===== config.mk =====
export PLATFORM = sky130hd
export DESIGN_NAME = rs_vandermonde_parity_gf256
export DESIGN_NICKNAME = d
export VERILOG_FILES = /design/src/rtl/core/rsv_pkg.sv /design/src/rtl/core/rs_vandermonde_parity_gf256.sv /design/src/rtl/core/rsv_gf_matrix.sv
export SDC_FILE = /design/constraint.sdc
export NUM_CORES = 1
export LEC_CHECK = 0
export ABC_AREA = 1
export BUFFER_PORTS_ARGS = -buffer_cell sky130_fd_sc_hd__buf_2
export CORE_ASPECT_RATIO = 0.8
export CORE_MARGIN = 10
export CORE_UTILIZATION = 45
export DETAILED_ROUTE_END_ITERATION = 12
export PLACE_DENSITY = 0.7
export SETUP_SLACK_MARGIN = 0.2
export SLEW_MARGIN = 15
export SYNTH_ARGS = -nofsm -noshare
export SYNTH_HDL_FRONTEND = slang
export SYNTH_SLANG_ARGS = --single-unit

===== constraint.sdc =====
create_clock -name clk -period 25.3 [get_ports clk]
set_input_delay 1.265 -clock clk [delete_from_list [all_inputs] [get_ports clk]]
set_output_delay 1.265 -clock clk [all_outputs]
set_load 0.05 [all_outputs]

===== src/rtl/core/rsv_pkg.sv =====
// Shared types, constants and GF(2^8) helpers for the Vandermonde parity block.
`default_nettype none
package rsv_pkg;

    localparam int DATA_LANES   = 8;
    localparam int PARITY_LANES = 4;
    localparam int BYTE_W       = 8;

    localparam int DEF_MAX_DATA_SHARDS   = 8;
    localparam int DEF_MAX_PARITY_SHARDS = 4;

    // Reduction polynomial x^8 + x^4 + x^3 + x^2 + 1.
    localparam logic [8:0] GF_POLY = 9'h11d;

    localparam int CFG_INDEX_W = 2;
    localparam int CFG_DATA_W  = 4;

    typedef enum logic [CFG_INDEX_W-1:0] {
        CFG_DATA_COUNT   = 2'd0,
        CFG_PARITY_COUNT = 2'd1,
        CFG_VERIFY_MODE  = 2'd2
    } cfg_index_t;

    typedef struct packed {
        logic [DATA_LANES*BYTE_W-1:0]   data_column;
        logic [PARITY_LANES*BYTE_W-1:0] stored_parity_column;
        logic                           column_last;
    } col_word_t;

    typedef struct packed {
        logic [PARITY_LANES*BYTE_W-1:0] parity_column;
        logic                           column_mismatch;
        logic                           result_last;
    } par_word_t;

    // Carry-less product reduced by the field polynomial.
    function automatic logic [7:0] gf_mul(input logic [7:0] a, input logic [7:0] b);
        logic [7:0] acc;
        logic [7:0] x;
        logic [7:0] y;
        acc = 8'h00;
        x   = a;
        y   = b;
        for (int n = 0; n < BYTE_W; n++)
        begin
            if (y[0])
            begin
                acc = acc ^ x;
            end
            y = y >> 1;
            if (x[7])
            begin
                x = (x << 1) ^ GF_POLY[7:0];
            end
            else
            begin
                x = x << 1;
            end
        end
        return acc;
    endfunction

    // Vandermonde coefficient (row+1)^lane.
    function automatic logic [7:0] gf_coeff(input int row, input int lane);
        logic [7:0] c;
        logic [7:0] base;
        c    = 8'h01;
        base = 8'(row + 1);
        for (int n = 0; n < DATA_LANES; n++)
        begin
            if (n < lane)
            begin
                c = gf_mul(c, base);
            end
        end
        return c;
    endfunction

endpackage
`default_nettype wire


===== src/rtl/core/rs_vandermonde_parity_gf256.sv =====
// Reed-Solomon Vandermonde parity over GF(2^8): one byte column in, one parity word out.
// A column word passes through the s1, s2, s3 and output registers to its parity word on the output.
// Throughput: one column per cycle; each of the four stages holds one word and the
// stages advance independently, so a stalled output only backs up the pipe once full.
// Stages: lane masking, constant GF products, XOR reduction, compare and output register.
// Reset clears the valid bits and sets data_count 1, parity_count 1, verify_mode 0.
`default_nettype none
module rs_vandermonde_parity_gf256 #(
    parameter int MAX_DATA_SHARDS   = rsv_pkg::DEF_MAX_DATA_SHARDS,
    parameter int MAX_PARITY_SHARDS = rsv_pkg::DEF_MAX_PARITY_SHARDS
) (
    input  wire logic                            clk,
    input  wire logic                            rst_n,

    input  wire logic                            cfg_wr_en,
    input  wire logic [rsv_pkg::CFG_INDEX_W-1:0] cfg_index,
    input  wire logic [rsv_pkg::CFG_DATA_W-1:0]  cfg_data,

    input  wire logic                            col_valid,
    output logic                                 col_stall,
    input  wire rsv_pkg::col_word_t              col_word,

    output logic                                 par_valid,
    input  wire logic                            par_stall,
    output rsv_pkg::par_word_t                   par_word
);

    localparam int DL = (MAX_DATA_SHARDS < rsv_pkg::DATA_LANES) ?
                        MAX_DATA_SHARDS : rsv_pkg::DATA_LANES;
    localparam int PL = (MAX_PARITY_SHARDS < rsv_pkg::PARITY_LANES) ?
                        MAX_PARITY_SHARDS : rsv_pkg::PARITY_LANES;

    // Configuration registers.
    logic [3:0] dc_reg;
    logic [2:0] pc_reg;
    logic       vm_reg;

    always_ff @(posedge clk or negedge rst_n)
    begin
        if (!rst_n)
        begin
            dc_reg <= 4'd1;
            pc_reg <= 3'd1;
            vm_reg <= 1'b0;
        end
        else if (cfg_wr_en)
        begin
            case (cfg_index)
                rsv_pkg::CFG_DATA_COUNT:   dc_reg <= cfg_data[3:0];
                rsv_pkg::CFG_PARITY_COUNT: pc_reg <= cfg_data[2:0];
                rsv_pkg::CFG_VERIFY_MODE:  vm_reg <= cfg_data[0];
                default:                   ;
            endcase
        end
    end

    // Pipeline registers.
    logic                    s1_valid_reg, s2_valid_reg, s3_valid_reg, out_valid_reg;
    logic [DL-1:0][7:0]      s1_data_reg;
    logic [PL-1:0][7:0]      s1_stored_reg, s2_stored_reg, s3_stored_reg;
    logic [PL-1:0]           s1_pmask_reg, s2_pmask_reg, s3_pmask_reg;
    logic                    s1_verify_reg, s2_verify_reg, s3_verify_reg;
    logic                    s1_last_reg, s2_last_reg, s3_last_reg;
    logic [PL-1:0][DL-1:0][7:0] s2_prod_reg;
    logic [PL-1:0][7:0]      s3_par_reg;
    rsv_pkg::par_word_t      out_reg;

    logic [DL-1:0][7:0]         s1_data_next;
    logic [PL-1:0][7:0]         s1_stored_next;
    logic [PL-1:0]              s1_pmask_next;
    logic [PL-1:0][DL-1:0][7:0] s2_prod_next;
    logic [PL-1:0][7:0]         s3_par_next;
    rsv_pkg::par_word_t         out_next;

    // A stage takes a new word when it is empty or its word moves on.
    logic rdy1, rdy2, rdy3, rdy4;

    assign rdy4 = !out_valid_reg || !par_stall;
    assign rdy3 = !s3_valid_reg || rdy4;
    assign rdy2 = !s2_valid_reg || rdy3;
    assign rdy1 = !s1_valid_reg || rdy2;

    assign col_stall = !rdy1;
    assign par_valid = out_valid_reg;
    assign par_word  = out_reg;

    always_ff @(posedge clk or negedge rst_n)
    begin
        if (!rst_n)
        begin
            s1_valid_reg  <= 1'b0;
            s2_valid_reg  <= 1'b0;
            s3_valid_reg  <= 1'b0;
            out_valid_reg <= 1'b0;
        end
        else
        begin
            if (rdy1)
            begin
                s1_valid_reg <= col_valid;
            end
            if (rdy2)
            begin
                s2_valid_reg <= s1_valid_reg;
            end
            if (rdy3)
            begin
                s3_valid_reg <= s2_valid_reg;
            end
            if (rdy4)
            begin
                out_valid_reg <= s3_valid_reg;
            end
        end
    end

    // Stage 1: drop data lanes at or above the data count, select used parity lanes.
    always_comb
    begin
        for (int j = 0; j < DL; j++)
        begin
            s1_data_next[j] = (dc_reg > 4'(j)) ?
                              col_word.data_column[8*j +: 8] : 8'h00;
        end
        for (int i = 0; i < PL; i++)
        begin
            s1_stored_next[i] = col_word.stored_parity_column[8*i +: 8];
            s1_pmask_next[i]  = (pc_reg > 3'(i));
        end
    end

    // Stage 2: constant-coefficient products.
    rsv_gf_matrix #(
        .DL (DL),
        .PL (PL)
    ) u_matrix (
        .data_lanes (s1_data_reg),
        .products   (s2_prod_next)
    );

    // Stage 3: XOR reduction per parity row; unused rows give zero.
    always_comb
    begin
        for (int i = 0; i < PL; i++)
        begin
            s3_par_next[i] = 8'h00;
            for (int j = 0; j < DL; j++)
            begin
                s3_par_next[i] = s3_par_next[i] ^ s2_prod_reg[i][j];
            end
            if (!s2_pmask_reg[i])
            begin
                s3_par_next[i] = 8'h00;
            end
        end
    end

    // Stage 4: in verify mode, compare used rows against the stored parity.
    always_comb
    begin
        out_next                 = '0;
        out_next.result_last     = s3_last_reg;
        for (int i = 0; i < PL; i++)
        begin
            out_next.parity_column[8*i +: 8] = s3_par_reg[i];
            if (s3_verify_reg && s3_pmask_reg[i] && (s3_par_reg[i] != s3_stored_reg[i]))
            begin
                out_next.column_mismatch = 1'b1;
            end
        end
    end

    always_ff @(posedge clk)
    begin
        if (rdy1)
        begin
            s1_data_reg   <= s1_data_next;
            s1_stored_reg <= s1_stored_next;
            s1_pmask_reg  <= s1_pmask_next;
            s1_verify_reg <= vm_reg;
            s1_last_reg   <= col_word.column_last;
        end
        if (rdy2)
        begin
            s2_prod_reg   <= s2_prod_next;
            s2_stored_reg <= s1_stored_reg;
            s2_pmask_reg  <= s1_pmask_reg;
            s2_verify_reg <= s1_verify_reg;
            s2_last_reg   <= s1_last_reg;
        end
        if (rdy3)
        begin
            s3_par_reg    <= s3_par_next;
            s3_stored_reg <= s2_stored_reg;
            s3_pmask_reg  <= s2_pmask_reg;
            s3_verify_reg <= s2_verify_reg;
            s3_last_reg   <= s2_last_reg;
        end
        if (rdy4)
        begin
            out_reg <= out_next;
        end
    end

    // Stage 3 rows outside the parity count, kept for the zero check below.
    logic [PL-1:0][7:0] s3_unused_rows;

    always_comb
    begin
        for (int i = 0; i < PL; i++)
        begin
            s3_unused_rows[i] = s3_pmask_reg[i] ? 8'h00 : s3_par_reg[i];
        end
    end

    // The input is held off only when every stage holds a word.
    a_stall_only_full: assert property (@(posedge clk) disable iff (!rst_n)
        col_stall |-> (s1_valid_reg && s2_valid_reg && s3_valid_reg && out_valid_reg))
        else $error("input stalled while the pipeline has a bubble");

    // A word leaving stage 3 shows up on the output with its last flag.
    a_last_follows: assert property (@(posedge clk) disable iff (!rst_n)
        (s3_valid_reg && rdy4) |=> (par_valid && (par_word.result_last == $past(s3_last_reg))))
        else $error("result word lost or last flag changed");

    // Encode-mode words never report a mismatch.
    a_encode_no_mismatch: assert property (@(posedge clk) disable iff (!rst_n)
        (s3_valid_reg && rdy4 && !s3_verify_reg) |=> !par_word.column_mismatch)
        else $error("mismatch flagged outside verify mode");

    // Rows outside the parity count reduce to zero.
    a_unused_rows_zero: assert property (@(posedge clk) disable iff (!rst_n)
        s3_valid_reg |-> (s3_unused_rows == '0))
        else $error("unused parity row is not zero");

endmodule
`default_nettype wire


===== src/rtl/core/rsv_gf_matrix.sv =====
// Constant-coefficient GF(2^8) product matrix: every data byte times every row coefficient.
`default_nettype none
module rsv_gf_matrix #(
    parameter int DL = rsv_pkg::DATA_LANES,
    parameter int PL = rsv_pkg::PARITY_LANES
) (
    input  wire logic [DL-1:0][7:0]         data_lanes,
    output logic      [PL-1:0][DL-1:0][7:0] products
);

    for (genvar i = 0; i < PL; i++)
    begin : g_row
        for (genvar j = 0; j < DL; j++)
        begin : g_lane
            localparam logic [7:0] COEFF = rsv_pkg::gf_coeff(i, j);
            // With a constant coefficient this folds into a small XOR network.
            assign products[i][j] = rsv_pkg::gf_mul(COEFF, data_lanes[j]);
        end
    end

endmodule
`default_nettype wire

==> results of run 1 <==
## Yosys cell counts
library cell,number
nor3_2,1
xnor2_2,3
xnor2_1,205
or2_2,2
dfstp_2,2
a21oi_1,31
inv_1,162
clkbuf_1,8
o21ai_1,1
o21ai_0,7
clkbuf_2,3
nor2_1,106
xor2_1,173
xor2_2,1
xnor2_4,1
edfxtp_1,452
nand2_1,243
buf_2,22
dfrtp_1,10
nand3b_1,29
nand4_1,1
nand3_1,33
nor2_4,1
nor2_2,1
## metrics by stage
stage	hold WS (ns)	setup WS, ns	area, sq um	cells	power (mW)
floorplan	0.400	12.02	20000	1498	1.89
global placement	0.400	20.51	21300	2207	2.13
detailed placement	0.405	20.50	21300	2207	2.16
CTS	0.417	20.50	22600	2284	2.77
global route	0.422	20.33	22600	2284	2.91
finish	0.412	20.59	22600	2285	2.76
## area by class of cell
cell class	count	area (sq um)
timing repair buffer	147	746
inverter	162	618
fill	3592	20800
clock inverter	17	118
tap	595	744
clock buffer	60	1190
antenna	1	2.50
multi-input combinational	839	5340
sequential	464	13900
## logic make-up (layout without fill, tap and decap cells)
family,count (synthesis),count (layout)
AO/OA/AOI/OAI,39,39
XOR/XNOR,383,383
buffers and inverters,195,386
flip-flops,464,464
other,0,1
AND/OR/NAND/NOR,417,417
## per-layer routing
metal / part of all wire / track usage
met2: 0.47 / 0.255
met3: 0.056 / 0.0260
met4: 0.016 / 0.0376
met5: 0 / 0
met1: 0.46 / 0.221
## critical path: stages
cell and delay [ns]:
buf_2 0.09, nand2_2 0.49, nor2_1 0.31, inv_2 0.06, nor2_1 0.28, inv_8 0.25
nor2_1 0.36, buf_2 0.34
## final timing paths
| path | cells past startpoint | to |
|---|---|---|
| max | 8 | col_stall |
| min | 0 | s3_stored_reg[12] |
| max reg2reg | 8 | s1_stored_reg[20] |
| min reg2reg | 0 | s3_stored_reg[12] |
| max in group asynchronous | 1 | dc_reg[0] |
| min in group asynchronous | 1 | dc_reg[3] |
## power by group
part | total (mW) | internal, mW | switching (mW)
logic | 0.826 | 0.311 | 0.515
clock network | 0.614 | 0.341 | 0.273
registers | 1.32 | 1.15 | 0.169
==> results.json, run 1 <==
{
  "numCtsBuffers": 44,
  "start_util": 0.459,
  "synth_cell_types": 24,
  "synth_compound_area_frac": 0.00977,
  "ant_nets": 0,
  "largest_reg_flops": 208,
  "ctsHoldBuffers": 0,
  "wl_microns": 43500,
  "fp.dieH_microns": 208,
  "drtIter0Drc": 897,
  "powerDensity_nw_per_um2": 122,
  "route.vias.total": 10900,
  "muxShareOfSynthArea": 0,
  "area_growth_pct": 13.3,
  "relSlewSlack": 0.253,
  "synth_nets": 1606,
  "clock_latency_ns": 0.55,
  "clkTransAtPathRegs_ns": 0.06,
  "grt_pass1_vias": 10700,
  "grt_max_degree": 87,
  "drc": 0,
  "drv_slew": 0,
  "critPathMaxFanout": 81,
  "firstDrtPassIters": 5,
  "rsz0062_at_grt": "no",
  "die_area_sq_um": 53300,
  "crit_path_start": "par_stall",
  "gp_congestion": 0.883,
  "hold_viol": 0,
  "reg2reg_slack_ns": 21.72,
  "cts_root_buf": "clkbuf_16",
  "io_buffers": 143,
  "final_nets": 1766,
  "grt_overflow_total": 0,
  "yosysSeqAreaShare": 0.695,
  "crit_required_ns": 24.03,
  "critPathArrivalTime_ns": 3.44,
  "avgSynthCellArea_sq_um": 13.3,
  "antenna_found_initial": 0,
  "cap_viol_max_count": 0,
  "wl_per_cell_microns": 19.0,
  "clock_sinks": 464,
  "grt_pass1_wl_microns": 64000,
  "synth_top_family_by_area": "XOR/XNOR gates",
  "viasPerCell": 4.78,
  "drive_above_1_share": 0.131,
  "netlist_area_sq_um": 20000,
  "status": "completed",
  "fin_crit_ns": 4.71,
  "synth_seq_cells": 464,
  "cts_setup_buffers": 0,
  "pin_count": 144,
  "cts.path.max_buffers": 3,
  "synthAdderAreaFrac": 0,
  "crit_path_end_kind": "output port",
  "cts_tree": "yes",
  "cts_resized": 0,
  "synth-simple-area-share": 0.0871,
  "p_leak_nw": 9.17,
  "criticalPathCategory": "input pin to output port",
  "postLayoutCoreUtil": 0.521,
  "yosys-top-cells-area": "edfxtp_1 68%, xnor2_1 9.0%, xor2_1 7.6%",
  "syn_inst": 1498,
  "finClkSkew_ns": 0.0200,
  "setup_tns_ns": 0,
  "worst_pin_slew_ns": 1.12,
  "synth_top_area_frac": 0.679,
  "synth_top_area_cell": "edfxtp_1",
  "layout_common_cells": "452 x edfxtp_1, 242 x nand2_1, 205 x xnor2_1",
  "track_usage": 0.158,
  "std_cell_rows": 68,
  "hp-start": "s2_stored_reg[12]",
  "fp.dieW_microns": 256,
  "hpwl_microns": 32000,
  "ir_worst_vdd_uv": 65.7,
  "layout_commonest_cell": "edfxtp_1",
  "fmax_mhz": 212,
  "core-area_sq_um": 43500,
  "synth_xor_area_frac": 0.170,
  "finalSetupViolations": 0,
  "yosysWarnings": 0,
  "cts_htree_levels": 2,
  "period_share": 0.186,
  "hold_path_class": "flip-flop to flip-flop",
  "r2r_start": "par_valid",
  "crit_path_start_kind": "input pin"
}
No activity file was read; power rests on OpenSTA's default activity.
==> run 2, diff against run 1 <==
--- a/config.mk
+++ b/config.mk
@@ -11,7 +11,7 @@
 export CORE_MARGIN = 10
 export CORE_UTILIZATION = 45
 export DETAILED_ROUTE_END_ITERATION = 12
-export PLACE_DENSITY = 0.7
+export PLACE_DENSITY = 0.73
 export SETUP_SLACK_MARGIN = 0.2
 export SLEW_MARGIN = 15
 export SYNTH_ARGS = -nofsm -noshare
==> constraint.sdc (replaced) <==
create_clock -name clk -period 4.32 [get_ports clk]
set_input_delay 0.216 -clock clk [delete_from_list [all_inputs] [get_ports clk]]
set_output_delay 0.216 -clock clk [all_outputs]
set_load 0.05 [all_outputs]
==> run 2 against run 1 <==
  * Clock-buffer cell count down 13
  * Power grew to 6.0 times the previous value
  * First-iteration DRC count increased by 13%
  * Clock power increased to 6.2 times the previous value
  * Global-route usage is 0.90 points higher
  * Design area increased by 5.0%
  * Non-clock buffer count up 97
  * Largest power group unchanged
  * Cell count is 4.3% higher
  * Worst setup slack got worse by 20 ns
  * Register-to-register slack worse by 21 ns
  * Flip-flop and latch count unchanged
==> results.json, run 2 (synthesis results as in run 1) <==
{
  "status": "completed",
  "cts.path.max_buffers": 3,
  "crit_path_end_kind": "flip-flop",
  "viasPerCell": 4.79,
  "cts_htree_levels": 2,
  "ir_worst_vdd_uv": 307,
  "numCtsBuffers": 44,
  "fp.dieH_microns": 208,
  "drv_slew": 0,
  "grt_max_degree": 152,
  "n_antenna_cell": 0,
  "std_cell_rows": 68,
  "final_nets": 1863,
  "p_leak_nw": 9.63,
  "reg2reg_slack_ns": 1.08,
  "grt_overflow_total": 0,
  "grt_pass1_vias": 11700,
  "crit_required_ns": 4.52,
  "core-area_sq_um": 43500,
  "antenna_found_initial": 0,
  "drc": 0,
  "fp.dieW_microns": 256,
  "worst_pin_slew_ns": 1.02,
  "setup_tns_ns": 0,
  "dp.cells": 2208,
  "critPathCapture": "s1_data_reg[55]",
  "hold_path_class": "input pin to flip-flop",
  "critPathArrivalTime_ns": 3.44,
  "hold_viol": 0,
  "gp_congestion": 0.918,
  "drtIter0Drc": 1017,
  "cts_tree": "yes",
  "grt_pass1_wl_microns": 68400,
  "die_area_sq_um": 53300,
  "ant_nets": 0,
  "drive_above_1_share": 0.131,
  "fmax_mhz": 309,
  "track_usage": 0.167,
  "wl_microns": 45400,
  "rsz0062_at_grt": "no",
  "cts_root_buf": "clkbuf_16",
  "stdcell_count": 2383,
  "finClkSkew_ns": 0.0243,
  "wl_per_cell_microns": 19.0,
  "clock_latency_ns": 0.56,
  "io_buffers": 143,
  "crit_path_start_kind": "flip-flop",
  "fin_crit_ns": 3.24,
  "firstDrtPassIters": 5,
  "clkTransAtPathRegs_ns": 0.07,
  "r2r_start": "par_valid",
  "layout_common_cells": "452 x edfxtp_1, 242 x nand2_1, 205 x xnor2_1",
  "powerDensity_nw_per_um2": 695,
  "cts_setup_buffers": 0,
  "criticalPathCategory": "flip-flop to flip-flop",
  "critPathMaxFanout": 63,
  "r2r_end": "s1_data_reg[55]",
  "pin_count": 144,
  "cap_viol_max_count": 0,
  "largest_reg_flops": 208,
  "start_util": 0.459,
  "hpwl_microns": 32600,
  "finalSetupViolations": 0,
  "relSlewSlack": 0.317,
  "route.vias.total": 11400,
  "period_share": 0.750,
  "area_growth_pct": 19.0,
  "layout_commonest_cell": "edfxtp_1",
  "clock_sinks": 464,
  "r2r_cells": 9,
  "crit_path_start": "par_valid"
}
## run 2: cell types whose count changed in the layout (fill, tap and decap cells not counted), moves of 2 or more
cell           before  now
dlygate4sd3_1       0   96
clkbuf_1           14    3
clkinvlp_4          4    9
bufinv_16           1    5
clkinv_1            5    9
clkinv_4            0    2
inv_6               1    3
nor2_1            106  104
nor2_4              1    3
## run 2: cell type report
cell class                 count  area [sq um]
clock buffer                  47          1110
inverter                     162           619
multi-input combinational    839          5370
fill                        3430         19700
tap                          595           744
clock inverter                32           319
sequential                   464         13900
timing repair buffer         244          1730
## run 2: layer usage
metal	part of all wire	global-route usage	vias up	routed length [microns]
li1	-	-	5439	-
met1	0.43	0.227	5541	19600
met2	0.48	0.274	363	21600
met3	0.073	0.0318	64	3330
met4	0.018	0.0400	0	807
met5	0	0	-	0
## run 2: repair_timing
item                      CTS  global route
hold buffers               96             0
hold endpoints to repair  108             0
gates resized for setup     0             0
## run 2: worst min-delay path by stage
stage                     slack, ns         start  cells past startpoint               to
after global routing          0.006  col_word[76]                      3  s1_data_reg[43]
final                          0.02  col_word[65]                      3  s1_data_reg[32]
after floorplan               -0.08         rst_n                      0        dc_reg[1]
after CTS                  0.000005  col_word[70]                      3  s1_data_reg[37]
after detailed placement       0.12         rst_n                      1     s1_valid_reg
after global placement         0.11         rst_n                      1     s1_valid_reg
## run 2: per-stage QoR
step / power [mW] / worst slack, ns / cell area (sq um) / util / hold slack (ns)
finish: 16.5 / 1.08 / 23800 / 0.547 / 0.0157
global route: 17.4 / 0.796 / 23800 / 0.547 / 0.00589
CTS: 16.6 / 1.02 / 23800 / 0.547 / 0.00000452
detailed placement: 12.7 / 1.07 / 21400 / 0.492 / 0.115
global placement: 12.5 / 1.17 / 21400 / 0.492 / 0.110
floorplan: 11.1 / -5.06 / 20000 / - / -0.0796
## run 2: worst max-delay path, cell delays in order (launching register included)
cell and delay (ns):
dfrtp_2 0.42, nand2_8 0.21, nor2_4 0.18, clkinvlp_4 0.13, nor2_4 0.15, clkinvlp_4 0.41
nor2_1 0.42, clkinvlp_4 0.13, buf_4 0.31, buf_4 0.47
## run 2: power breakdown
part / internal (mW) / switching [mW]
Sequential: 6.74 / 0.999
Combinational: 1.89 / 3.06
Clock: 2.18 / 1.65
